$ cat config.mk
export PLATFORM = sky130hd
export DESIGN_NAME = dsf_front
export DESIGN_NICKNAME = d
export VERILOG_FILES = /design/src/hw/rtl/dsf_pkg.sv /design/src/hw/rtl/dsf_front.sv
export SDC_FILE = /design/constraint.sdc
export NUM_CORES = 1
export LEC_CHECK = 0
export BUFFER_PORTS_ARGS = -buffer_cell sky130_fd_sc_hd__buf_2
export CORE_AREA = 4 4 224 226
export CTS_CLUSTER_DIAMETER = 80
export CTS_CLUSTER_SIZE = 16
export DETAILED_ROUTE_END_ITERATION = 16
export DIE_AREA = 0 0 228 230
export PLACE_DENSITY = 0.61
export SYNTH_ARGS = -nofsm -noshare
export SYNTH_HDL_FRONTEND = slang
export SYNTH_SLANG_ARGS = --single-unit
$ cat constraint.sdc
create_clock -name i_clk -period 19.75 [get_ports i_clk]
set_input_delay 3.95 -clock i_clk [delete_from_list [all_inputs] [get_ports i_clk]]
set_output_delay 3.95 -clock i_clk [all_outputs]
set_load 0.02 [all_outputs]
$ cat src/hw/rtl/dsf_pkg.sv
// shared types and constants for the damped spring force block
`default_nettype none
package dsf_pkg;

    localparam int COORD_W     = 32;
    localparam int DIFF_W      = COORD_W + 1;
    localparam int DIST_W      = 2 * COORD_W + 2;
    localparam int LEN_W       = COORD_W + 1;
    localparam int PQ_W        = COORD_W + 2;
    localparam int FORCE_W     = 32;
    localparam int CFG_W       = 31;
    localparam int CFG_IDX_W   = 2;
    localparam int QUEUE_DEPTH = 4;

    localparam logic [CFG_IDX_W-1:0] CFG_IDX_SPRING = 2'd0;
    localparam logic [CFG_IDX_W-1:0] CFG_IDX_REST   = 2'd1;
    localparam logic [CFG_IDX_W-1:0] CFG_IDX_DAMP   = 2'd2;

    localparam logic [CFG_W-1:0] CFG_SPRING_RESET = 31'd65536;
    localparam logic [CFG_W-1:0] CFG_REST_RESET   = 31'd0;
    localparam logic [CFG_W-1:0] CFG_DAMP_RESET   = 31'd0;

    localparam logic [FORCE_W-1:0] FORCE_MAX = 32'h7FFF_FFFF;
    localparam logic [FORCE_W-1:0] FORCE_MIN = 32'h8000_0000;

    typedef struct packed {
        logic [2:0][DIFF_W-1:0] d;
        logic [2:0][DIFF_W-1:0] v;
        logic                   zl;
    } t_item;

    typedef struct packed {
        logic [CFG_W-1:0] ks;
        logic [CFG_W-1:0] rest;
        logic [CFG_W-1:0] kd;
    } t_cfg;

endpackage
`default_nettype wire

$ cat src/hw/rtl/dsf_front.sv
// front end: takes a transaction, forms the offsets and flags coinciding particles
`default_nettype none
module dsf_front import dsf_pkg::*; (
    input  wire logic                    i_clk,
    input  wire logic                    i_rst_n,
    input  wire logic                    i_valid,
    output logic                         o_ready,
    input  wire logic [2:0][COORD_W-1:0] i_pa,
    input  wire logic [2:0][COORD_W-1:0] i_pb,
    input  wire logic [2:0][COORD_W-1:0] i_va,
    input  wire logic [2:0][COORD_W-1:0] i_vb,
    output logic                         o_push,
    input  wire logic                    i_full,
    output t_item                        o_item
);

    logic  r_fv;
    t_item r_item;
    t_item n_item;

    always_comb begin
        for (int i = 0; i < 3; i++) begin
            n_item.d[i] = {i_pa[i][COORD_W-1], i_pa[i]} - {i_pb[i][COORD_W-1], i_pb[i]};
            n_item.v[i] = {i_va[i][COORD_W-1], i_va[i]} - {i_vb[i][COORD_W-1], i_vb[i]};
        end
        // zero offset is exactly the zero length case
        n_item.zl = (n_item.d == '0);
    end

    assign o_ready = !r_fv || !i_full;
    assign o_push  = r_fv && !i_full;
    assign o_item  = r_item;

    always_ff @(posedge i_clk) begin
        if (!i_rst_n) begin
            r_fv <= 1'b0;
        end else if (o_ready) begin
            r_fv <= i_valid;
        end
        if (o_ready && i_valid) begin
            r_item <= n_item;
        end
    end

endmodule
`default_nettype wire

==> results.cfg, run 1 <==
[run_status]
status = completed

[power]
p_switching_uw = 557
power_frac_seq_pct = 37.0
internal-power_uw = 969
peakVddDrop_mv = 0.0533
comb_power_share_pct = 37.6
pwr-share-clk_pct = 25.4
power_density_mw_per_mm2 = 72.5
p_sw_share_pct = 36.5
p_leak_uw = 0.0100

[clock_network]
cts_tree = yes
numCtsBuffers = 17
numClockSinks = 200
cts_hold_buf = 0
insertion_delay_ns = 0.50
cts-root-buf = clkbuf_16
clk_pin_slew_worst_paths_ns = 0.07
post_cts_buffers = 0
cts_max_level = 4
clockBufferDepth = 2
cts_resized = 0

[synth]
synth_commonest_cells = inv_1, edfxtp_1, ha_1
ys_seq_area_share_pct = 35.8
synth_seq_cells = 200
yosys_warnings = 0
synthFlopType = edfxtp_1
synthArstFlopShare_pct = 0
synth_cell_types = 104
synthCells = 1787
synth_top_area_cell = edfxtp_1
synth_top_area_share_pct = 35.7
synth_edf_count = 199
syn-num-nets = 2373
syn_avg_cell_area_sq_um = 9.37
synth_area_sq_mm = 0.0167
synthTopCellsByArea = edfxtp_1, ha_1, inv_1
synth.most_common_cell = inv_1

[global_routing]
grt_usage_pct = 21.7
grt_pass1_wl_mm = 89.2
gr-total-overflow = 0
grt_pass1_vias = 16000
antenna_found_initial = 8
grt_max_degree = 72

[min_path]
hold_path.class = reg2reg
hold_start = r_fv
holdPathStages = 2

[floorplan]
fp.dieW_microns = 228
dieArea_sq_mm = 0.0524
core-area_sq_mm = 0.0483
io_pins = 589
initial_utilization_pct = 34.6
rows = 81
fp.dieH_microns = 230

[timing]
tightest_slew_ns = 0.990
finalMaxSlewViolations = 0
fmax_mhz = 119
worst_hold_slack_ns = 0.530
period_needed_ns = 8.38
rsz0062_at_grt = false
fin_setup_tns_ns = 0
setup_viol = 0
post-route-period-util_pct = 42.4
clock_skew_ns = 0.00971
hold_viol = 0
relSlewSlack_pct = 34.0

[placed_design]
io_buffers = 588
hpwl_mm = 49.6
placed_area_sq_mm = 0.0204
gp_congestion = 0.922

[worst_setup_path]
critPathTopFamily = buffers and inverters
crit_type = in2out
crit_top_cell = buf_2
crit_start = i_full
crit_fanout = 3
regToRegStartpoint = r_fv
worst-r2r-setup-slack_ns = 17.18
worstSetupPathDepth = 3
rr_endpoint = o_item[33]
critPathBufInv = 2
worstRegToRegCells = 3
crit_path_top_delay_cell = buf_2
cp-start-kind = primary input
crit_arrival_ns = 4.43
path_cells = buf_2, nor2b_1, buf_2
cp-endpoint = o_push
cpPeakStageDelay_ns = 0.21
required_ns = 15.80
crit_path_end_kind = output pin

[routing]
num_vias = 15800
firstDrtPassIters = 5
drtIter0Drc = 851
ant_nets = 0
avgViaCountPerCell = 5.23
wire_per_inst_microns = 19.5
finalWirelength_mm = 59.0
drc = 0

[layout]
area_growth_pct = 25.8
nets = 2971
drive_above_1_share_pct = 28.3
final_cell_area_sq_mm = 0.0211

[run]
cap_violations = 0
[per-layer routing]
metal / GRT usage (%) / wire (microns)
met1: 26.4 / 24700
met2: 38.4 / 29400
met3: 4.58 / 3410
met4: 6.77 / 1470
met5: 0 / 23
[layout by cell type (no fill, tap or decap), types with 33 or more instances in the layout]
cell type / count
a21oi_1: 151
nand3_1: 33
nand2_1: 94
a21o_1: 49
buf_2: 588
ha_1: 192
xnor2_1: 103
o21ai_0: 95
nor2_1: 118
o21a_1: 36
xor2_1: 51
inv_1: 243
edfxtp_1: 199
[flip-flops by register name (all words and copies together), names as in the netlist]
signal / flops
r_fv: 1
o_item: 199
[layout make-up]
cell class / count / area [sq um]
Antenna cell: 5 / 12.5
Clock buffer: 17 / 425
Timing Repair Buffer: 590 / 2960
Sequential cell: 200 / 6000
Multi-Input combinational cell: 1333 / 9790
Inverter: 243 / 912
Tap cell: 622 / 778
Fill cell: 4761 / 27300
Clock inverter: 15 / 194
[per-stage QoR]
stage          cells  power [uW]  utilization [%]  setup WS (ns)
6_report        3025        1530             43.6          11.37
5_1_grt         3024        1610             43.6          11.31
4_1_cts         3020        1540             43.6          11.33
3_5_place_dp    2988        1140             42.3          11.33
3_3_place_gp    2988        1140             42.3          11.35
2_1_floorplan   1787         947                -          10.45
[power groups by stage]
stage	registers (uW)	clock network, uW	logic [uW]
floorplan	644	0	303
global placement	574	0	565
detailed placement	574	0	570
CTS	566	401	574
global route	569	416	627
finish	565	388	574
[logic make-up after synthesis]
kind of cell               Yosys count  share of synthesized area (%)
adders and majority gates          198                           15.1
AOI/OAI and AO/OA                  516                           20.8
DFF                                200                           35.8
buffers and inverters              254                           5.75
and+or+nand+nor                    463                           14.4
xor gates and xnor gates           154                           8.05
muxes                                2                          0.120
[tightest hold or removal path: cells and delay by family (launching register included)]
family           cells  cell delay [ns]
AO/OA/AOI/OAI        1             0.12
flip-flops           1             0.32
AND/OR/NAND/NOR      1             0.05
[worst min-delay path by stage]
stage,slack [ns],to
final,0.53,r_fv
after global routing,0.56,r_fv
after CTS,0.53,r_fv
after detailed placement,0.52,r_fv
after global placement,0.51,r_fv
after floorplan,0.49,r_fv
(Power assumes the default switching activity.)
==> run 2: changes to the inputs <==
clock period = 8.76 ns   (was 19.75 ns; I/O delays follow)
==> run 2 against run 1 <==
- clock skew is 0.0032 ns higher
- global-route usage barely moved
- die area stayed put
- worst setup slack worse by 8.1 ns
- cell count hardly changed
- combinational power rose by 130%
- sequential power increased by 120%
- first-iteration DRC count is 28% higher
- via count down 0.23%
- clock-buffer cell count up 1
- routed wire length up 0.30%
- hold slack improved by 0.0076 ns
- largest power group unchanged
==> results.cfg, run 2 (same netlist as run 1, synthesis figures left out) <==
[floorplan]
core-area_sq_mm = 0.0483
fp.dieH_microns = 230
initial_utilization_pct = 34.6
io_pins = 589
dieArea_sq_mm = 0.0524
fp.dieW_microns = 228
rows = 81

[clock_network]
cts_resized = 0
cts_tree = yes
cts-root-buf = clkbuf_16
insertion_delay_ns = 0.50
clockBufferDepth = 2
post_cts_buffers = 0
cts_max_level = 4
numCtsBuffers = 17
clk_pin_slew_worst_paths_ns = 0.08
cts_hold_buf = 0
numClockSinks = 200

[layout]
fillCellCount = 4779
final_common_cell = buf_2
nets = 2970
area_growth_pct = 25.9
layout.cells.non_filler = 3022
largest_reg_flops = 199
final_cell_mix = buf_2, inv_1, edfxtp_1, ha_1, a21oi_1
drive_above_1_share_pct = 28.3
fin_util_pct = 43.6

[run]
cap_violations = 0

[timing]
period_needed_ns = 5.47
post-route-period-util_pct = 62.5
rsz0062_at_grt = false
finalMaxSlewViolations = 0
layout_setup_ws_ns = 3.29
clock_skew_ns = 0.0129
relSlewSlack_pct = 29.4
fmax_mhz = 183
fin_setup_tns_ns = 0
hold_viol = 0
setup_viol = 0
tightest_slew_ns = 1.03

[routing]
finalWirelength_mm = 59.2
ant_nets = 0
drc = 0
wire_per_inst_microns = 19.6
num_vias = 15800
drtIter0Drc = 1087
firstDrtPassIters = 5
avgViaCountPerCell = 5.23

[worst_setup_path]
crit_path_end_kind = flop
cpPeakStageDelay_ns = 0.53
worst-r2r-setup-slack_ns = 6.41
cp-start-kind = primary input
regToRegStartpoint = r_fv
critPathTopFamily = simple AND/OR/NAND/NOR gates
path_cells = buf_2, inv_1, ha_1, fa_1, nand2b_1, a21oi_1, o211ai_1, and3_1, a2111oi_2, or4b_1, nor4_2, nand4b_1, or4_4, a2111oi_4, nand4b_1, nor4_2
rr_endpoint = o_item[15]
crit_type = in2reg
critPathBufInv = 2
crit_fanout = 3
required_ns = 9.09
crit_path_top_delay_cell = or4b_1
crit_arrival_ns = 5.80
worstRegToRegCells = 3

[power]
p_leak_uw = 0.0100
power_density_mw_per_mm2 = 165
peakVddDrop_mv = 0.126

[min_path]
hold_start = r_fv
holdPathStages = 2
hold_path.class = reg2reg
whs_endpoint = r_fv

[global_routing]
gr-usage-met2_pct = 38.3
antenna_found_initial = 5
grtUsageMet1_pct = 26.4
grt_usage_pct = 21.7
grt_busiest_layer = met2
gr-total-overflow = 0
grt_use_met3_pct = 4.78
grt_pass1_wl_mm = 89.4
grt_max_degree = 144
grt_pass1_vias = 16000

[run_status]
status = completed

[placed_design]
dpl_worst_slack_ns = 2.65
gp_congestion = 0.932
io_buffers = 588
dp.cells = 2987
hpwl_mm = 49.5
run 2: worst max path at each step:
stage / startpoint / to / slack [ns] / cells past startpoint
after floorplan: i_full / o_item[0] / 1.66 / 2
after global placement: i_pa[0] / o_item[0] / 2.71 / 16
after detailed placement: i_pa[0] / o_item[0] / 2.65 / 16
after CTS: i_pa[0] / o_item[0] / 3.21 / 16
after global routing: i_pa[0] / o_item[0] / 2.96 / 16
final: i_pa[32] / o_item[0] / 3.29 / 16
run 2: metal layers:
| layer | vias up | part of all wire [%] |
|---|---|---|
| li1 | 7693 | - |
| met1 | 7509 | 42 |
| met2 | 520 | 50 |
| met3 | 68 | 5.7 |
| met4 | 2 | 2.4 |
| met5 | - | 0.017 |
run 2: stage by stage:
stage               hold slack [ns]  power [uW]  cell area [sq um]
floorplan                     0.487        2140              16700
global placement              0.508        2570              20400
detailed placement            0.515        2590              20400
CTS                           0.535        3510              21100
global route                  0.577        3670              21100
finish                        0.537        3480              21100
run 2: final cells by class:
type	count	area, sq um	area share (%)
multi-input cells	1333	9790	46.4
flip-flops and latches	200	6000	28.4
repair buffers	589	2960	14.0
inverters	243	912	4.32
well taps	622	778	3.69
clock buffers	18	429	2.03
clock inverters	14	213	1.01
diodes	3	7.51	0.0356
run 2: power by group:
group / total (uW) / switching (uW) / internal, uW
registers: 1270 / 40.9 / 1230
clock network: 909 / 423 / 486
logic: 1300 / 801 / 496
run 2: worst reg2reg max path, cell delays in order, from the launching register on:
cell     delay [ns]
dfxtp_1        0.32
nand2_1        0.08
and2_4         0.65
buf_12         0.68
==> run 3: changes to the inputs <==
ABC_AREA = 1   (was not set)
CORE_AREA = 4 4 225 227   (was 4 4 224 226)
DIE_AREA = 0 0 229 231   (was 0 0 228 230)
PLACE_DENSITY = 0.68   (was 0.61)
clock period = 5.59 ns   (was 8.76 ns; I/O delays follow)
==> run 3 against run 2 <==
- cell area rose by 16%
- sequential share of layout area fell by 3.9 points
- power increased by 60%
- sequential power is 57% higher
==> results.cfg, run 3 <==
[run_status]
status = completed

[power]
p_leak_uw = 0.0143
p_total_uw = 5550
comb_power_share_pct = 40.1
peakVddDrop_mv = 0.141
p_switching_uw = 2200
power_frac_seq_pct = 35.8
power_density_mw_per_mm2 = 227
internal-power_uw = 3350
p_sw_share_pct = 39.6
pwr-share-clk_pct = 24.1

[synth]
synth_commonest_cells = nand2_1, inv_1, nor2_1
synth_compound_area_share_pct = 8.87
synthTopCellsByArea = edfxtp_1, nand2_1, inv_1
synthMuxAreaShare_pct = 0
synth_area_sq_mm = 0.0201
synth_edf_count = 199
synth_top_family_by_area = simple AND/OR/NAND/NOR gates
synth_top_area_share_pct = 29.7
ys_seq_area_share_pct = 29.8
synth_top_area_cell = edfxtp_1
syn-num-nets = 3641
synth_simple_gate_area_share_pct = 30.5
yosys_warnings = 0
synth_adder_area_share_pct = 12.5
synth_cell_types = 44
synth_seq_cells = 200
synth-xor-area-share_pct = 4.14
synth.most_common_cell = nand2_1
synthFlopType = edfxtp_1
synthCells = 3055
synthArstFlopShare_pct = 0
syn_avg_cell_area_sq_um = 6.58

[worst_setup_path]
cp-endpoint = o_item[0]
crit_path_end_kind = flop
crit_start = i_pa[0]
crit_fanout = 4
regToRegStartpoint = r_fv
crit_arrival_ns = 3.44
worstRegToRegCells = 3
rr_endpoint = o_item[56]
crit_type = in2reg
required_ns = 5.94
cp-start-kind = primary input
worst-r2r-setup-slack_ns = 3.60

[routing]
firstDrtPassIters = 5
avgViaCountPerCell = 4.76
drtIter0Drc = 1377
wire_per_inst_microns = 15.6
ant_nets = 0
num_vias = 20500
drc = 0
finalWirelength_mm = 67.2

[clock_network]
insertion_delay_ns = 0.50
numCtsBuffers = 17
numClockSinks = 200
cts-root-buf = clkbuf_16
post_cts_buffers = 0
cts_resized = 0
cts_tree = yes
cts_hold_buf = 0
cts_max_level = 4
clockBufferDepth = 2
clk_pin_slew_worst_paths_ns = 0.08

[layout]
final_common_cell = nand2_1
nets = 4244
layout.cells.non_filler = 4307
area_growth_pct = 21.8
final_cell_mix = nand2_1, inv_1, buf_2, nor2_1, edfxtp_1
drive_above_1_share_pct = 18.4
largest_reg_flops = 199

[global_routing]
grt_max_degree = 121
grt_pass1_wl_mm = 103
antenna_found_initial = 17
gr-total-overflow = 0
grt_usage_pct = 24.6
grt_pass1_vias = 19700

[timing]
hold_viol = 0
finalMaxSlewViolations = 0
post-route-period-util_pct = 55.3
setup_viol = 0
fin_setup_tns_ns = 0
tightest_slew_ns = 0.773
clock_skew_ns = 0.0152
rsz0062_at_grt = false
fmax_mhz = 323
period_needed_ns = 3.09
relSlewSlack_pct = 48.5

[min_path]
hold_path.class = reg2reg
holdPathStages = 2

[placed_design]
dp.cells = 4261
gp_congestion = 0.938
io_buffers = 588
hpwl_mm = 58.0

[run]
cap_violations = 0

[floorplan]
dieArea_sq_mm = 0.0529
io_pins = 589
fp.dieW_microns = 229
core-area_sq_mm = 0.0486
rows = 81
initial_utilization_pct = 41.3
fp.dieH_microns = 231
## run 3: logic make-up (layout without fill, tap and decap cells)
| family | Yosys count | count (layout) |
|---|---|---|
| other | 0 | 15 |
| AND/OR/NAND/NOR | 1503 | 1503 |
| XOR/XNOR | 95 | 95 |
| flip-flops | 200 | 200 |
| AO/OA/AOI/OAI | 306 | 306 |
| buffers and inverters | 753 | 1368 |
| adder cells (fa/ha/maj) | 198 | 198 |
## run 3: power groups by stage
stage / clock [uW] / combinational, uW / sequential (uW)
after floorplan: 0 / 1230 / 2240
after global placement: 0 / 2210 / 2020
after detailed placement: 0 / 2210 / 2020
after CTS: 1380 / 2220 / 1990
after global routing: 1430 / 2480 / 2000
final: 1340 / 2220 / 1990
## run 3: per-stage QoR
stage / util, % / worst slack [ns] / cell area [sq um] / hold WS [ns]
after CTS: 50.3 / 2.57 / 24500 / 0.550
final: 50.3 / 2.50 / 24500 / 0.545
after floorplan: - / 0.737 / 20100 / 0.659
after detailed placement: 49.0 / 2.02 / 23800 / 0.537
after global routing: 50.3 / 2.14 / 24500 / 0.598
after global placement: 49.0 / 2.11 / 23800 / 0.526
## run 3: worst min path at each step
stage               startpoint  endpoint  slack (ns)
finish                    r_fv      r_fv        0.54
global route              r_fv      r_fv        0.60
CTS                       r_fv      r_fv        0.55
detailed placement        r_fv      r_fv        0.54
global placement          r_fv      r_fv        0.53
floorplan                 r_fv      r_fv        0.66
## run 3: critical path, cell delays in order
cell and delay [ns]:
buf_2 0.08, inv_1 0.03, ha_1 0.22, fa_1 0.43, inv_1 0.15, nand2_1 0.06
nand2_1 0.06, nand3_1 0.10, nand2_1 0.14, nand2_1 0.08, nand2_1 0.09, nand2_1 0.08
nand3_1 0.08, nand2_1 0.08, nor2_1 0.10, nand2_1 0.05, nor2_1 0.24, nand3_1 0.12
nor2_1 0.13
## run 3: layout make-up
cell class / count / area, sq um
Inverter: 746 / 2800
Fill cell: 5139 / 24200
Antenna cell: 15 / 37.5
Clock buffer: 17 / 425
Timing Repair Buffer: 591 / 2980
Clock inverter: 14 / 186
Tap cell: 622 / 778
Sequential cell: 200 / 6000
Multi-Input combinational cell: 2102 / 11300
## run 3: metal layers
layer	vias to the layer above	routed length [microns]	share of wire [%]	GRT usage (%)
met5	-	34	0.051	0
met4	6	2840	4.2	11.7
met3	126	4480	6.7	5.19
met2	654	31100	46	40.8
met1	9023	28700	43	30.7
li1	10700	-	-	-
