File: src/hw/rtl/dsf_pkg.sv
// shared types and constants for the damped spring force block
`default_nettype none
package dsf_pkg;

    localparam int COORD_W     = 32;
    localparam int DIFF_W      = COORD_W + 1;
    localparam int DIST_W      = 2 * COORD_W + 2;
    localparam int LEN_W       = COORD_W + 1;
    localparam int PQ_W        = COORD_W + 2;
    localparam int FORCE_W     = 32;
    localparam int CFG_W       = 31;
    localparam int CFG_IDX_W   = 2;
    localparam int QUEUE_DEPTH = 4;

    localparam logic [CFG_IDX_W-1:0] CFG_IDX_SPRING = 2'd0;
    localparam logic [CFG_IDX_W-1:0] CFG_IDX_REST   = 2'd1;
    localparam logic [CFG_IDX_W-1:0] CFG_IDX_DAMP   = 2'd2;

    localparam logic [CFG_W-1:0] CFG_SPRING_RESET = 31'd65536;
    localparam logic [CFG_W-1:0] CFG_REST_RESET   = 31'd0;
    localparam logic [CFG_W-1:0] CFG_DAMP_RESET   = 31'd0;

    localparam logic [FORCE_W-1:0] FORCE_MAX = 32'h7FFF_FFFF;
    localparam logic [FORCE_W-1:0] FORCE_MIN = 32'h8000_0000;

    typedef struct packed {
        logic [2:0][DIFF_W-1:0] d;
        logic [2:0][DIFF_W-1:0] v;
        logic                   zl;
    } t_item;

    typedef struct packed {
        logic [CFG_W-1:0] ks;
        logic [CFG_W-1:0] rest;
        logic [CFG_W-1:0] kd;
    } t_cfg;

endpackage
`default_nettype wire

File: src/hw/rtl/dsf_queue.sv
// short register queue between the front end and the arithmetic pipeline
`default_nettype none
module dsf_queue import dsf_pkg::*; #(
    parameter int DEPTH = QUEUE_DEPTH
) (
    input  wire logic  i_clk,
    input  wire logic  i_rst_n,
    input  wire logic  i_push,
    input  wire t_item i_item,
    output logic       o_full,
    output logic       o_valid,
    input  wire logic  i_pop,
    output t_item      o_item
);

    localparam int PTR_W = $clog2(DEPTH);
    localparam int CNT_W = $clog2(DEPTH + 1);

    t_item              r_mem [DEPTH];
    logic [PTR_W-1:0]   r_wr;
    logic [PTR_W-1:0]   r_rd;
    logic [CNT_W-1:0]   r_count;
    logic               w_push_ok;
    logic               w_pop_ok;

    function automatic logic [PTR_W-1:0] f_next(input logic [PTR_W-1:0] p);
        return (p == PTR_W'(DEPTH - 1)) ? '0 : p + PTR_W'(1);
    endfunction

    assign o_full    = (r_count == CNT_W'(DEPTH));
    assign o_valid   = (r_count != '0);
    assign o_item    = r_mem[r_rd];
    assign w_push_ok = i_push && !o_full;
    assign w_pop_ok  = i_pop && o_valid;

    always_ff @(posedge i_clk) begin
        if (!i_rst_n) begin
            r_wr    <= '0;
            r_rd    <= '0;
            r_count <= '0;
        end else begin
            if (w_push_ok) begin
                r_wr <= f_next(r_wr);
            end
            if (w_pop_ok) begin
                r_rd <= f_next(r_rd);
            end
            if (w_push_ok && !w_pop_ok) begin
                r_count <= r_count + CNT_W'(1);
            end else if (!w_push_ok && w_pop_ok) begin
                r_count <= r_count - CNT_W'(1);
            end
        end
        if (w_push_ok) begin
            r_mem[r_wr] <= i_item;
        end
    end

`ifndef SYNTHESIS
    a_no_push_full: assert property (@(posedge i_clk) disable iff (!i_rst_n)
        i_push |-> !o_full) else $error("queue pushed while full");
    a_count_up: assert property (@(posedge i_clk) disable iff (!i_rst_n)
        (w_push_ok && !w_pop_ok) |=> (r_count == $past(r_count) + CNT_W'(1)))
        else $error("queue count did not follow push");
`endif

endmodule
`default_nettype wire

File: config.mk
export PLATFORM = sky130hd
export DESIGN_NAME = dsf_queue
export DESIGN_NICKNAME = d
export VERILOG_FILES = /design/src/hw/rtl/dsf_pkg.sv /design/src/hw/rtl/dsf_queue.sv
export SDC_FILE = /design/constraint.sdc
export NUM_CORES = 1
export LEC_CHECK = 0
export BUFFER_PORTS_ARGS = -buffer_cell sky130_fd_sc_hd__buf_2
export CAP_MARGIN = 20
export CORE_MARGIN = 2
export CORE_UTILIZATION = 47
export CTS_CLUSTER_SIZE = 8
export DETAILED_ROUTE_END_ITERATION = 10
export HOLD_SLACK_MARGIN = 0.12
export PLACE_DENSITY = 0.67
export SLEW_MARGIN = 5
export SYNTH_ARGS = -nofsm -noshare
export SYNTH_HDL_FRONTEND = slang
export SYNTH_SLANG_ARGS = --single-unit
File: constraint.sdc
create_clock -name i_clk -period 17.29 [get_ports i_clk]
set_clock_uncertainty 0.15 [all_clocks]
set_input_delay 3.458 -clock i_clk [delete_from_list [all_inputs] [get_ports i_clk]]
set_output_delay 3.458 -clock i_clk [all_outputs]
set_load 0.05 [all_outputs]
==> qor.txt, run 1 <==
=====================================================================================
Post-Syn Area                                                             29200 sq um
Routed length on met3                                                         5.08 mm
Remaining antenna violation count after routing                                     0
Reported leakage power                                                        11.6 nW
Post-synthesis net count                                                         1300
RD Place Congestion                                                             0.726
Height of the die                                                              253 um
PostCTS Resize Cnt                                                                  0
Final hold vios                                                                     0
Count of warnings emitted by yosys                                                  0
Clock transition at the registers of the reported paths                       0.05 ns
Final Core Density                                                              56.8%
Min cycle time layout                                                         7.05 ns
Placeable core region                                                     61500 sq um
Share of the cycle needed by the critical path after routing                    40.8%
Ys flop type                                                             sky130_fd_sc_hd__edfxtp_1
Number of buffers on the longest clock path                                         3
R2r startpoint                                                           r_count[0]$_SDFFE_PN0P_
Reg2reg setup slack                                                          13.48 ns
CP max FO                                                                          71
Clock H-tree levels                                                                 3
Startpoint type of the worst setup path                                     flip-flop
Wire length of the first global-routing pass                                  84.4 mm
Minimum setup slack after placement                                          10.45 ns
Total Die Area                                                            64000 sq um
Synthesized flop and latch total                                                  805
Number of global-route vias before repair                                       14.0k
Port Buf Inserts                                                                  403
RSZ-0062 raised after global routing                                            false
Reg-to-Reg End                                                           r_mem[1][126]$_DFFE_PP_
Half-perimeter wire length after placement                                    33.6 mm
Inserted Clock Buffers                                                            110
Type of the worst min-delay path                                              reg2reg
Global-route congestion overflow total                                              0
Number of cells on the worst hold path                                              2
Number of core rows                                                                91
Worst-Margin Slew                                                             1.10 ns
Clk Latency, worst-skew pair                                                  0.63 ns
Number of antenna violations at the first check in global routing                  19
Fraction of the yosys area taken by sequential cells                            82.6%
DRT iter0 DRCs                                                                    778
Synth cell types                                                                   23
Ratio of routed vias to standard cells                                           5.47
Via count                                                                       13.0k
Worst reg-to-reg path cell count                                                    5
Data required time at the worst endpoint                                     13.68 ns
WP data arrival                                                               3.44 ns
I/O pins                                                                          404
Wire length on met1                                                           22.6 mm
DR WL/cell                                                                    23.7 um
Overall fraction of global-route tracks in use                                  17.6%
Post-Route Setup TNS                                                             0 ns
End point of the most critical hold path                                 r_wr[0]$_SDFFE_PN0P_
Detailed Routing Iterations Pass 1                                                  4
Pin count of the biggest net entering global routing                              117
Initial Utilization                                                             47.4%
Sinks on Clock Net                                                                805
Routed wire length                                                            56.5 mm
Post-CTS Hold Fix Bufs                                                              0
Start point of the worst min-delay path                                  r_wr[0]$_SDFFE_PN0P_
Count of maximum capacitance violations                                             0
Post-synth EDFFs                                                                  796
Width of the die                                                               253 um
Category of the critical setup timing path                                    reg2out
Worst VDD drop                                                               0.103 mV
Top layer used by detailed routing                                               met5
Gate count after technology mapping                                              1090
Ratio of total power to cell area                                         173 nW/um^2
Root buffer selected by CTS                                              sky130_fd_sc_hd__clkbuf_16
Timing-limited maximum frequency                                            0.142 GHz
Setup violation total in the final timing report                                    0
Most frequent standard cell in the layout excluding fill and tap cells   sky130_fd_sc_hd__edfxtp_1
Headroom to the max-slew limit                                                  26.4%
Ys async rst share                                                                 0%
Post-CTS setup buffer count                                                         0
Run status                                                                  completed
Final WS setup                                                               10.24 ns
Top library cells by usage in the layout, fill and taps aside            796 x sky130_fd_sc_hd__edfxtp_1, 403 x sky130_fd_sc_hd__buf_2, 199 x sky130_fd_sc_hd__mux4_2, 111 x sky130_fd_sc_hd__clkbuf_16, 15 x sky130_fd_sc_hd__buf_4
Synthesized area per cell                                                  26.8 sq um
Worst Setup End Kind                                                      output port
Total DRC errors in the routed layout                                               0
Clock tree from TritonCTS                                                       built
Area added between synthesis and finish                                         19.7%
Layout cells sized above 1                                                      46.5%
Layout net count                                                                 1785
Total met2 wirelength after detailed routing                                  27.5 mm
Final slew viol count                                                               0
=====================================================================================
-- area by class of cell --
type | instances | area, sq um
fillers | 4437 | 26600
flip-flops and latches | 805 | 24100
multi-input cells | 236 | 4770
clock buffers | 122 | 2820
repair buffers | 419 | 2150
well taps | 790 | 988
clock inverters | 3 | 52.6
diodes | 7 | 17.5
inverters | 3 | 11.3
-- synthesized netlist by cell type (all sizes together), types with 3 or more instances --
master / n / area share [%]
ha: 6 / 0.26
dfxtp: 9 / 0.62
buf: 44 / 1.0
inv: 3 / 0.039
o21ai: 3 / 0.051
mux4: 199 / 15
edfxtp: 796 / 82
mux2i: 3 / 0.10
and2: 5 / 0.11
nand2: 6 / 0.077
-- worst max-delay path by stage --
| stage | to | cells after the start |
|---|---|---|
| finish | o_item[150] | 3 |
| global route | o_item[150] | 3 |
| CTS | o_item[150] | 3 |
| detailed placement | r_mem[1][124]$_DFFE_PP_ | 5 |
| global placement | r_mem[1][124]$_DFFE_PP_ | 5 |
| floorplan | r_mem[0][0]$_DFFE_PP_ | 3 |
-- cell families after synthesis --
family	Yosys count	synth area share, %
DFF	805	82.6
muxes	202	15.5
buffers and inverters	49	1.09
and+or+nand+nor	20	0.356
adders and majority gates	7	0.326
AOI/OAI and AO/OA	5	0.103
xor gates and xnor gates	2	0.0601
-- metrics by stage --
step	hold WS (ns)	power, W	cell area (sq um)	std cells
after floorplan	0.318	0.00388	29200	1090
after global placement	0.332	0.00424	32000	2253
after detailed placement	0.374	0.00426	32000	2253
after CTS	0.380	0.00611	34900	2378
after global routing	0.400	0.00625	34900	2380
final	0.377	0.00602	34900	2385
-- sequential cells by signal, summed over array words and instances (netlist names), named ones only --
signal	cells
r_wr	2
r_count	3
r_rd	2
r_mem	796
-- power by group --
group	internal (W)	switching, W	total, W	leakage [nW]
Clock	0.00112	0.000710	0.00183	1.40
Sequential	0.00238	0.0000819	0.00247	7.37
Combinational	0.000503	0.00122	0.00173	2.86
Total	0.00401	0.00201	0.00602	11.6
-- critical path, cell delays in order, from the launching register on --
cell and delay [ns]:
sky130_fd_sc_hd__dfxtp_4 1.05, sky130_fd_sc_hd__buf_4 0.93, sky130_fd_sc_hd__mux4_2 0.47, sky130_fd_sc_hd__buf_2 0.24
-- routing by layer --
metal  vias up  global-route usage [%]
met2       411                    27.7
li1       5670                       -
met5         -                       0
met4        28                    5.55
met3       113                    6.73
met1      6823                    22.9
Note: power is estimated with default switching activity, not from simulation.
==> inputs of run 2 (changes only) <==
- clock period: 17.29 -> 7.2 ns (I/O delays scaled with it)
==> run 2 against run 1 <==
Via count fell by 0.20%. First-iteration DRC count rose by 6.9%. Critical path depth did not move. Core utilization rose by 0.18 points. Die area did not move. Highest routed layer unchanged. Worst hold slack got worse by 0.034 ns.
==> qor.txt, run 2 (synthesized netlist as in run 1, its figures left out) <==
=====================================================================================
Run status                                                                  completed   unchanged
Worst VDD drop                                                               0.328 mV   was 0.103 mV
RD Place Congestion                                                             0.745   was 0.726
Number of antenna violations at the first check in global routing                  23   was 19
CP max FO                                                                          69   was 71
Count of maximum capacitance violations                                             0   unchanged
Minimum setup slack after placement                                           3.02 ns   was 10.45 ns
Worst-Margin Slew                                                            0.986 ns   was 1.10 ns
Placeable core region                                                     61500 sq um   unchanged
Width of the die                                                               253 um   unchanged
Post-route total power                                                       0.0145 W   was 0.00602 W
Post-CTS setup buffer count                                                         0   unchanged
Most frequent standard cell in the layout excluding fill and tap cells   sky130_fd_sc_hd__edfxtp_1   unchanged
Detailed Routing Iterations Pass 1                                                  5   was 4
Min cycle time layout                                                         4.74 ns
Total Die Area                                                            64000 sq um   unchanged
Worst reg-to-reg path cell count                                                    4   was 5
Timing-limited maximum frequency                                            0.211 GHz
Final WS setup                                                                2.46 ns   was 10.24 ns
Global-route congestion overflow total                                              0   unchanged
I/O pins                                                                          404   unchanged
Pin count of the biggest net entering global routing                              127   was 117
Placed inst area                                                          32100 sq um   was 32000 sq um
Final slew viol count                                                               0   unchanged
Number of cells in the finished layout apart from fillers                        2387   was 2385
Clock tree from TritonCTS                                                       built   unchanged
Placed Cells                                                                     2250   was 2253
DRT iter0 DRCs                                                                    832   was 778
Top library cells by usage in the layout, fill and taps aside            796 x sky130_fd_sc_hd__edfxtp_1, 403 x sky130_fd_sc_hd__buf_2, 199 x sky130_fd_sc_hd__mux4_2, 111 x sky130_fd_sc_hd__clkbuf_16, 12 x sky130_fd_sc_hd__clkbuf_1   was 796 x sky130_fd_sc_hd__edfxtp_1, 403 x sky130_fd_sc_hd__buf_2, 199 x sky130_fd_sc_hd__mux4_2, 111 x sky130_fd_sc_hd__clkbuf_16, 15 x sky130_fd_sc_hd__buf_4
Post-CTS Hold Fix Bufs                                                              0   unchanged
Area taken by multi-input logic gates                                      4770 sq um   unchanged
RSZ-0062 raised after global routing                                            false   unchanged
Area added between synthesis and finish                                         20.1%   was 19.7%
Ratio of total power to cell area                                         415 nW/um^2   was 173 nW/um^2
Via count                                                                       13.0k   about the same
Sequential Area                                                           24100 sq um   unchanged
Startpoint type of the worst setup path                                     flip-flop   unchanged
Clk Latency, worst-skew pair                                                  0.64 ns   was 0.63 ns
Data required time at the worst endpoint                                      5.61 ns   was 13.68 ns
Reported leakage power                                                        11.7 nW   was 11.6 nW
Overall fraction of global-route tracks in use                                  17.6%   about the same
Worst Setup End Kind                                                      output port   unchanged
Half-perimeter wire length after placement                                    32.8 mm   was 33.6 mm
Initial Utilization                                                             47.4%   unchanged
Type of the worst min-delay path                                              reg2reg   unchanged
Port Buf Inserts                                                                  403   unchanged
Ratio of routed vias to standard cells                                           5.45   was 5.47
DR WL/cell                                                                    23.7 um   about the same
Fill cells                                                                       4461   was 4437
Sinks on Clock Net                                                                805   unchanged
Category of the critical setup timing path                                    reg2out   unchanged
Reg-to-Reg End                                                           r_mem[2][165]$_DFFE_PP_   was r_mem[1][126]$_DFFE_PP_
Root buffer selected by CTS                                              sky130_fd_sc_hd__clkbuf_16   unchanged
R2r startpoint                                                           r_count[0]$_SDFFE_PN0P_   unchanged
Wire length of the first global-routing pass                                  83.3 mm   was 84.4 mm
Number of cells on the worst hold path                                              2   unchanged
Height of the die                                                              253 um   unchanged
Final Cell Area                                                           35000 sq um   was 34900 sq um
Reg2reg setup slack                                                           4.09 ns   was 13.48 ns
Layout net count                                                                 1782   was 1785
Number of flip-flops in the largest register                                      796   unchanged
Start point of the worst min-delay path                                  r_wr[1]$_SDFFE_PN0P_   was r_wr[0]$_SDFFE_PN0P_
Number of core rows                                                                91   unchanged
Inserted Clock Buffers                                                            110   unchanged
Final hold vios                                                                     0   unchanged
PostCTS Resize Cnt                                                                  0   unchanged
Setup violation total in the final timing report                                    0   unchanged
Layout cells sized above 1                                                      46.4%   was 46.5%
WP data arrival                                                               3.15 ns   was 3.44 ns
Number of buffers on the longest clock path                                         3   unchanged
Post-Route Setup TNS                                                             0 ns   unchanged
Routed wire length                                                            56.6 mm   was 56.5 mm
Number of global-route vias before repair                                       13.7k   was 14.0k
Clock H-tree levels                                                                 3   unchanged
Remaining antenna violation count after routing                                     0   unchanged
Headroom to the max-slew limit                                                  34.3%   was 26.4%
Total DRC errors in the routed layout                                               0   unchanged
Register with the most flip-flops                                               r_mem   unchanged
Top Registers                                                            r_mem (796), r_count (3)   unchanged
End point of the most critical hold path                                 r_wr[1]$_SDFFE_PN0P_   was r_wr[0]$_SDFFE_PN0P_
Clock transition at the registers of the reported paths                       0.05 ns   about the same
Share of the cycle needed by the critical path after routing                    65.8%
=====================================================================================
run 2: changes by cell type in the layout (fill, tap and decap cells not counted), sizes merged:
cell	before	now
buf	419	416
clkbuf	122	123
clkinv	2	5
diode	7	8
run 2: per-stage QoR:
stage / hold slack [ns] / utilization [%]
after global routing: 0.397 / 56.9
after CTS: 0.347 / 56.9
after floorplan: 0.318 / -
after global placement: 0.330 / 52.1
final: 0.343 / 56.9
after detailed placement: 0.338 / 52.1
run 2: worst max-delay path: stages, from the launching register on:
cell and delay (ns):
sky130_fd_sc_hd__dfxtp_4 0.99, sky130_fd_sc_hd__buf_12 0.45, sky130_fd_sc_hd__mux4_2 0.60, sky130_fd_sc_hd__buf_2 0.23
run 2: where the power goes:
group | internal [W] | switching, W | leakage, nW
registers | 0.00572 | 0.000169 | 7.37
logic | 0.00122 | 0.00298 | 2.86
clock network | 0.00271 | 0.00174 | 1.43
total | 0.00965 | 0.00488 | 11.7
run 2: area by class of cell:
class / instances / area share, %
multi-input combinational: 236 / 13.6
inverter: 3 / 0.0322
sequential: 805 / 68.8
clock inverter: 6 / 0.293
tap: 790 / 2.82
clock buffer: 123 / 8.06
timing repair buffer: 416 / 6.29
antenna: 8 / 0.0572
run 2: per-layer routing:
metal  vias to the layer above  wire (um)  track usage [%]
li1                       5672          -                -
met1                      6785      22700             23.1
met2                       424      27200             26.8
met3                       104       5500             7.31
met4                        34        969             5.53
met5                         -        234                0
run 2: worst max path at each step:
stage                                  to  slack [ns]
global route                  o_item[123]        2.20
CTS                           o_item[176]        2.32
detailed placement            o_item[176]        3.02
finish                        o_item[159]        2.46
global placement                o_item[4]        3.00
floorplan           r_mem[1][0]$_DFFE_PP_        0.10
==> inputs of run 3 (changes only) <==
- clock period: 7.2 -> 4.8 ns (I/O delays scaled with it)
==> run 3 against run 2 <==
Routed wire length up 3.2%. Clock power up 49%. First-iteration DRC count down 0.72%. Sequential cell count unchanged. Core utilization up 0.63 points. Via count up 2.2%. Sequential power up 50%.
==> qor.txt, run 3 (synthesized netlist as in run 1, its figures left out) <==
=====================================================================================
Placed inst area                                                          32500 sq um   was 32100 sq um
Remaining antenna violation count after routing                                     0   unchanged
Ratio of total power to cell area                                         620 nW/um^2   was 415 nW/um^2
Placed Cells                                                                     2279   was 2250
Share of the cycle needed by the critical path after routing                    80.7%
Worst-Margin Slew                                                            0.965 ns   was 0.986 ns
Number of flip-flops in the largest register                                      796   unchanged
Headroom to the max-slew limit                                                  35.7%   was 34.3%
Port Buf Inserts                                                                  403   unchanged
Number of buffers on the longest clock path                                         3   unchanged
Total Die Area                                                            64000 sq um   unchanged
DR WL/cell                                                                    24.2 um   was 23.7 um
WP data arrival                                                               2.77 ns   was 3.15 ns
Number of global-route vias before repair                                       14.2k   was 13.7k
Post-route total power                                                       0.0219 W   was 0.0145 W
Root buffer selected by CTS                                              sky130_fd_sc_hd__clkbuf_16   unchanged
Register with the most flip-flops                                               r_mem   unchanged
Wire length of the first global-routing pass                                  87.1 mm   was 83.3 mm
Reported leakage power                                                        11.9 nW   was 11.7 nW
Sinks on Clock Net                                                                805   unchanged
Most frequent standard cell in the layout excluding fill and tap cells   sky130_fd_sc_hd__edfxtp_1   unchanged
Half-perimeter wire length after placement                                    36.0 mm   was 32.8 mm
Layout net count                                                                 1811   was 1782
Type of the worst min-delay path                                              reg2reg   unchanged
Final hold vios                                                                     0   unchanged
Initial Utilization                                                             47.4%   unchanged
Startpoint type of the worst setup path                                     flip-flop   unchanged
Data required time at the worst endpoint                                      3.69 ns   was 5.61 ns
Worst Setup End Kind                                                      output port   unchanged
Layout cells sized above 1                                                      47.4%   was 46.4%
Routed wire length                                                            58.4 mm   was 56.6 mm
Final WS setup                                                               0.924 ns   was 2.46 ns
Count of maximum capacitance violations                                             0   unchanged
Top library cells by usage in the layout, fill and taps aside            796 x sky130_fd_sc_hd__edfxtp_1, 403 x sky130_fd_sc_hd__buf_2, 199 x sky130_fd_sc_hd__mux4_2, 112 x sky130_fd_sc_hd__clkbuf_16, 23 x sky130_fd_sc_hd__buf_12   was 796 x sky130_fd_sc_hd__edfxtp_1, 403 x sky130_fd_sc_hd__buf_2, 199 x sky130_fd_sc_hd__mux4_2, 111 x sky130_fd_sc_hd__clkbuf_16, 12 x sky130_fd_sc_hd__clkbuf_1
Area added between synthesis and finish                                         21.4%   was 20.1%
Category of the critical setup timing path                                    reg2out   unchanged
RSZ-0062 raised after global routing                                            false   unchanged
I/O pins                                                                          404   unchanged
Height of the die                                                              253 um   unchanged
Final slew viol count                                                               0   unchanged
Total DRC errors in the routed layout                                               0   unchanged
Pin count of the biggest net entering global routing                               52   was 127
Worst VDD drop                                                               0.418 mV   was 0.328 mV
Placeable core region                                                     61500 sq um   unchanged
Min cycle time layout                                                         3.88 ns
Clock tree from TritonCTS                                                       built   unchanged
Post-Route Setup TNS                                                             0 ns   unchanged
Setup violation total in the final timing report                                    0   unchanged
Width of the die                                                               253 um   unchanged
Overall fraction of global-route tracks in use                                  18.4%   was 17.6%
Ratio of routed vias to standard cells                                           5.51   was 5.45
Post-CTS setup buffer count                                                         0   unchanged
RD Place Congestion                                                             0.777   was 0.745
Number of cells in the finished layout apart from fillers                        2414   was 2387
Number of antenna violations at the first check in global routing                  13   was 23
DRT iter0 DRCs                                                                    826   was 832
Clock transition at the registers of the reported paths                       0.05 ns   about the same
Run status                                                                  completed   unchanged
Detailed Routing Iterations Pass 1                                                  7   was 5
Via count                                                                       13.3k   was 13.0k
Minimum setup slack after placement                                           1.43 ns   was 3.02 ns
Global-route congestion overflow total                                              0   unchanged
Number of core rows                                                                91   unchanged
Final Cell Area                                                           35400 sq um   was 35000 sq um
PostCTS Resize Cnt                                                                  0   unchanged
CP max FO                                                                          34   was 69
Clk Latency, worst-skew pair                                                  0.63 ns   was 0.64 ns
Clock H-tree levels                                                                 3   unchanged
Inserted Clock Buffers                                                            110   unchanged
Top Registers                                                            r_mem (796), r_count (3)   unchanged
Post-CTS Hold Fix Bufs                                                              0   unchanged
Timing-limited maximum frequency                                            0.258 GHz
=====================================================================================
## run 3: cell count changes in the layout (fill, tap and decap cells not counted), sizes merged
cell    before  now
buf        416  445
diode        8    7
clkinv       5    2
inv          4    5
clkbuf     123  124
## run 3: report_power, final
part	internal, W	switching [W]	total (W)
clock	0.00408	0.00256	0.00664
combinational	0.00196	0.00449	0.00645
sequential	0.00857	0.000272	0.00884
total	0.0146	0.00732	0.0219
## run 3: final timing paths
path	from	end	slack (ns)	cells after the start
setup / recovery	flip-flop	o_item[8]	0.92	3
hold / removal	r_wr[0]$_SDFFE_PN0P_	r_wr[0]$_SDFFE_PN0P_	0.37	2
setup reg to reg	r_count[0]$_SDFFE_PN0P_	r_mem[2][168]$_DFFE_PP_	2.02	4
hold reg to reg	r_wr[0]$_SDFFE_PN0P_	r_wr[0]$_SDFFE_PN0P_	0.37	2
## run 3: cell type report
type	count	area [sq um]
inverters	3	11.3
multi-input cells	236	4770
repair buffers	445	2620
diodes	7	17.5
clock inverters	4	50.0
clock buffers	124	2850
flip-flops and latches	805	24100
well taps	790	988
fillers	4464	26100
## run 3: metrics by stage
stage	hold WS (ns)	utilization, %
after global routing	0.357	57.5
final	0.373	57.6
after CTS	0.336	57.5
after detailed placement	0.371	52.8
after global placement	0.334	52.8
after floorplan	0.318	-
## run 3: routing by layer
metal,global-route usage (%),share of wire (%),wire length (um),vias up
met4,6.68,2.1,1220,18
met2,29.7,51,29600,418
met5,0,0.19,110,-
li1,-,-,-,5733
met1,24.2,40,23300,7038
met3,5.30,7.3,4240,95
## run 3: critical path, stage by stage (launching register included)
cell	delay (ns)
sky130_fd_sc_hd__dfxtp_4	0.84
sky130_fd_sc_hd__buf_4	0.43
sky130_fd_sc_hd__mux4_2	0.58
sky130_fd_sc_hd__buf_2	0.24
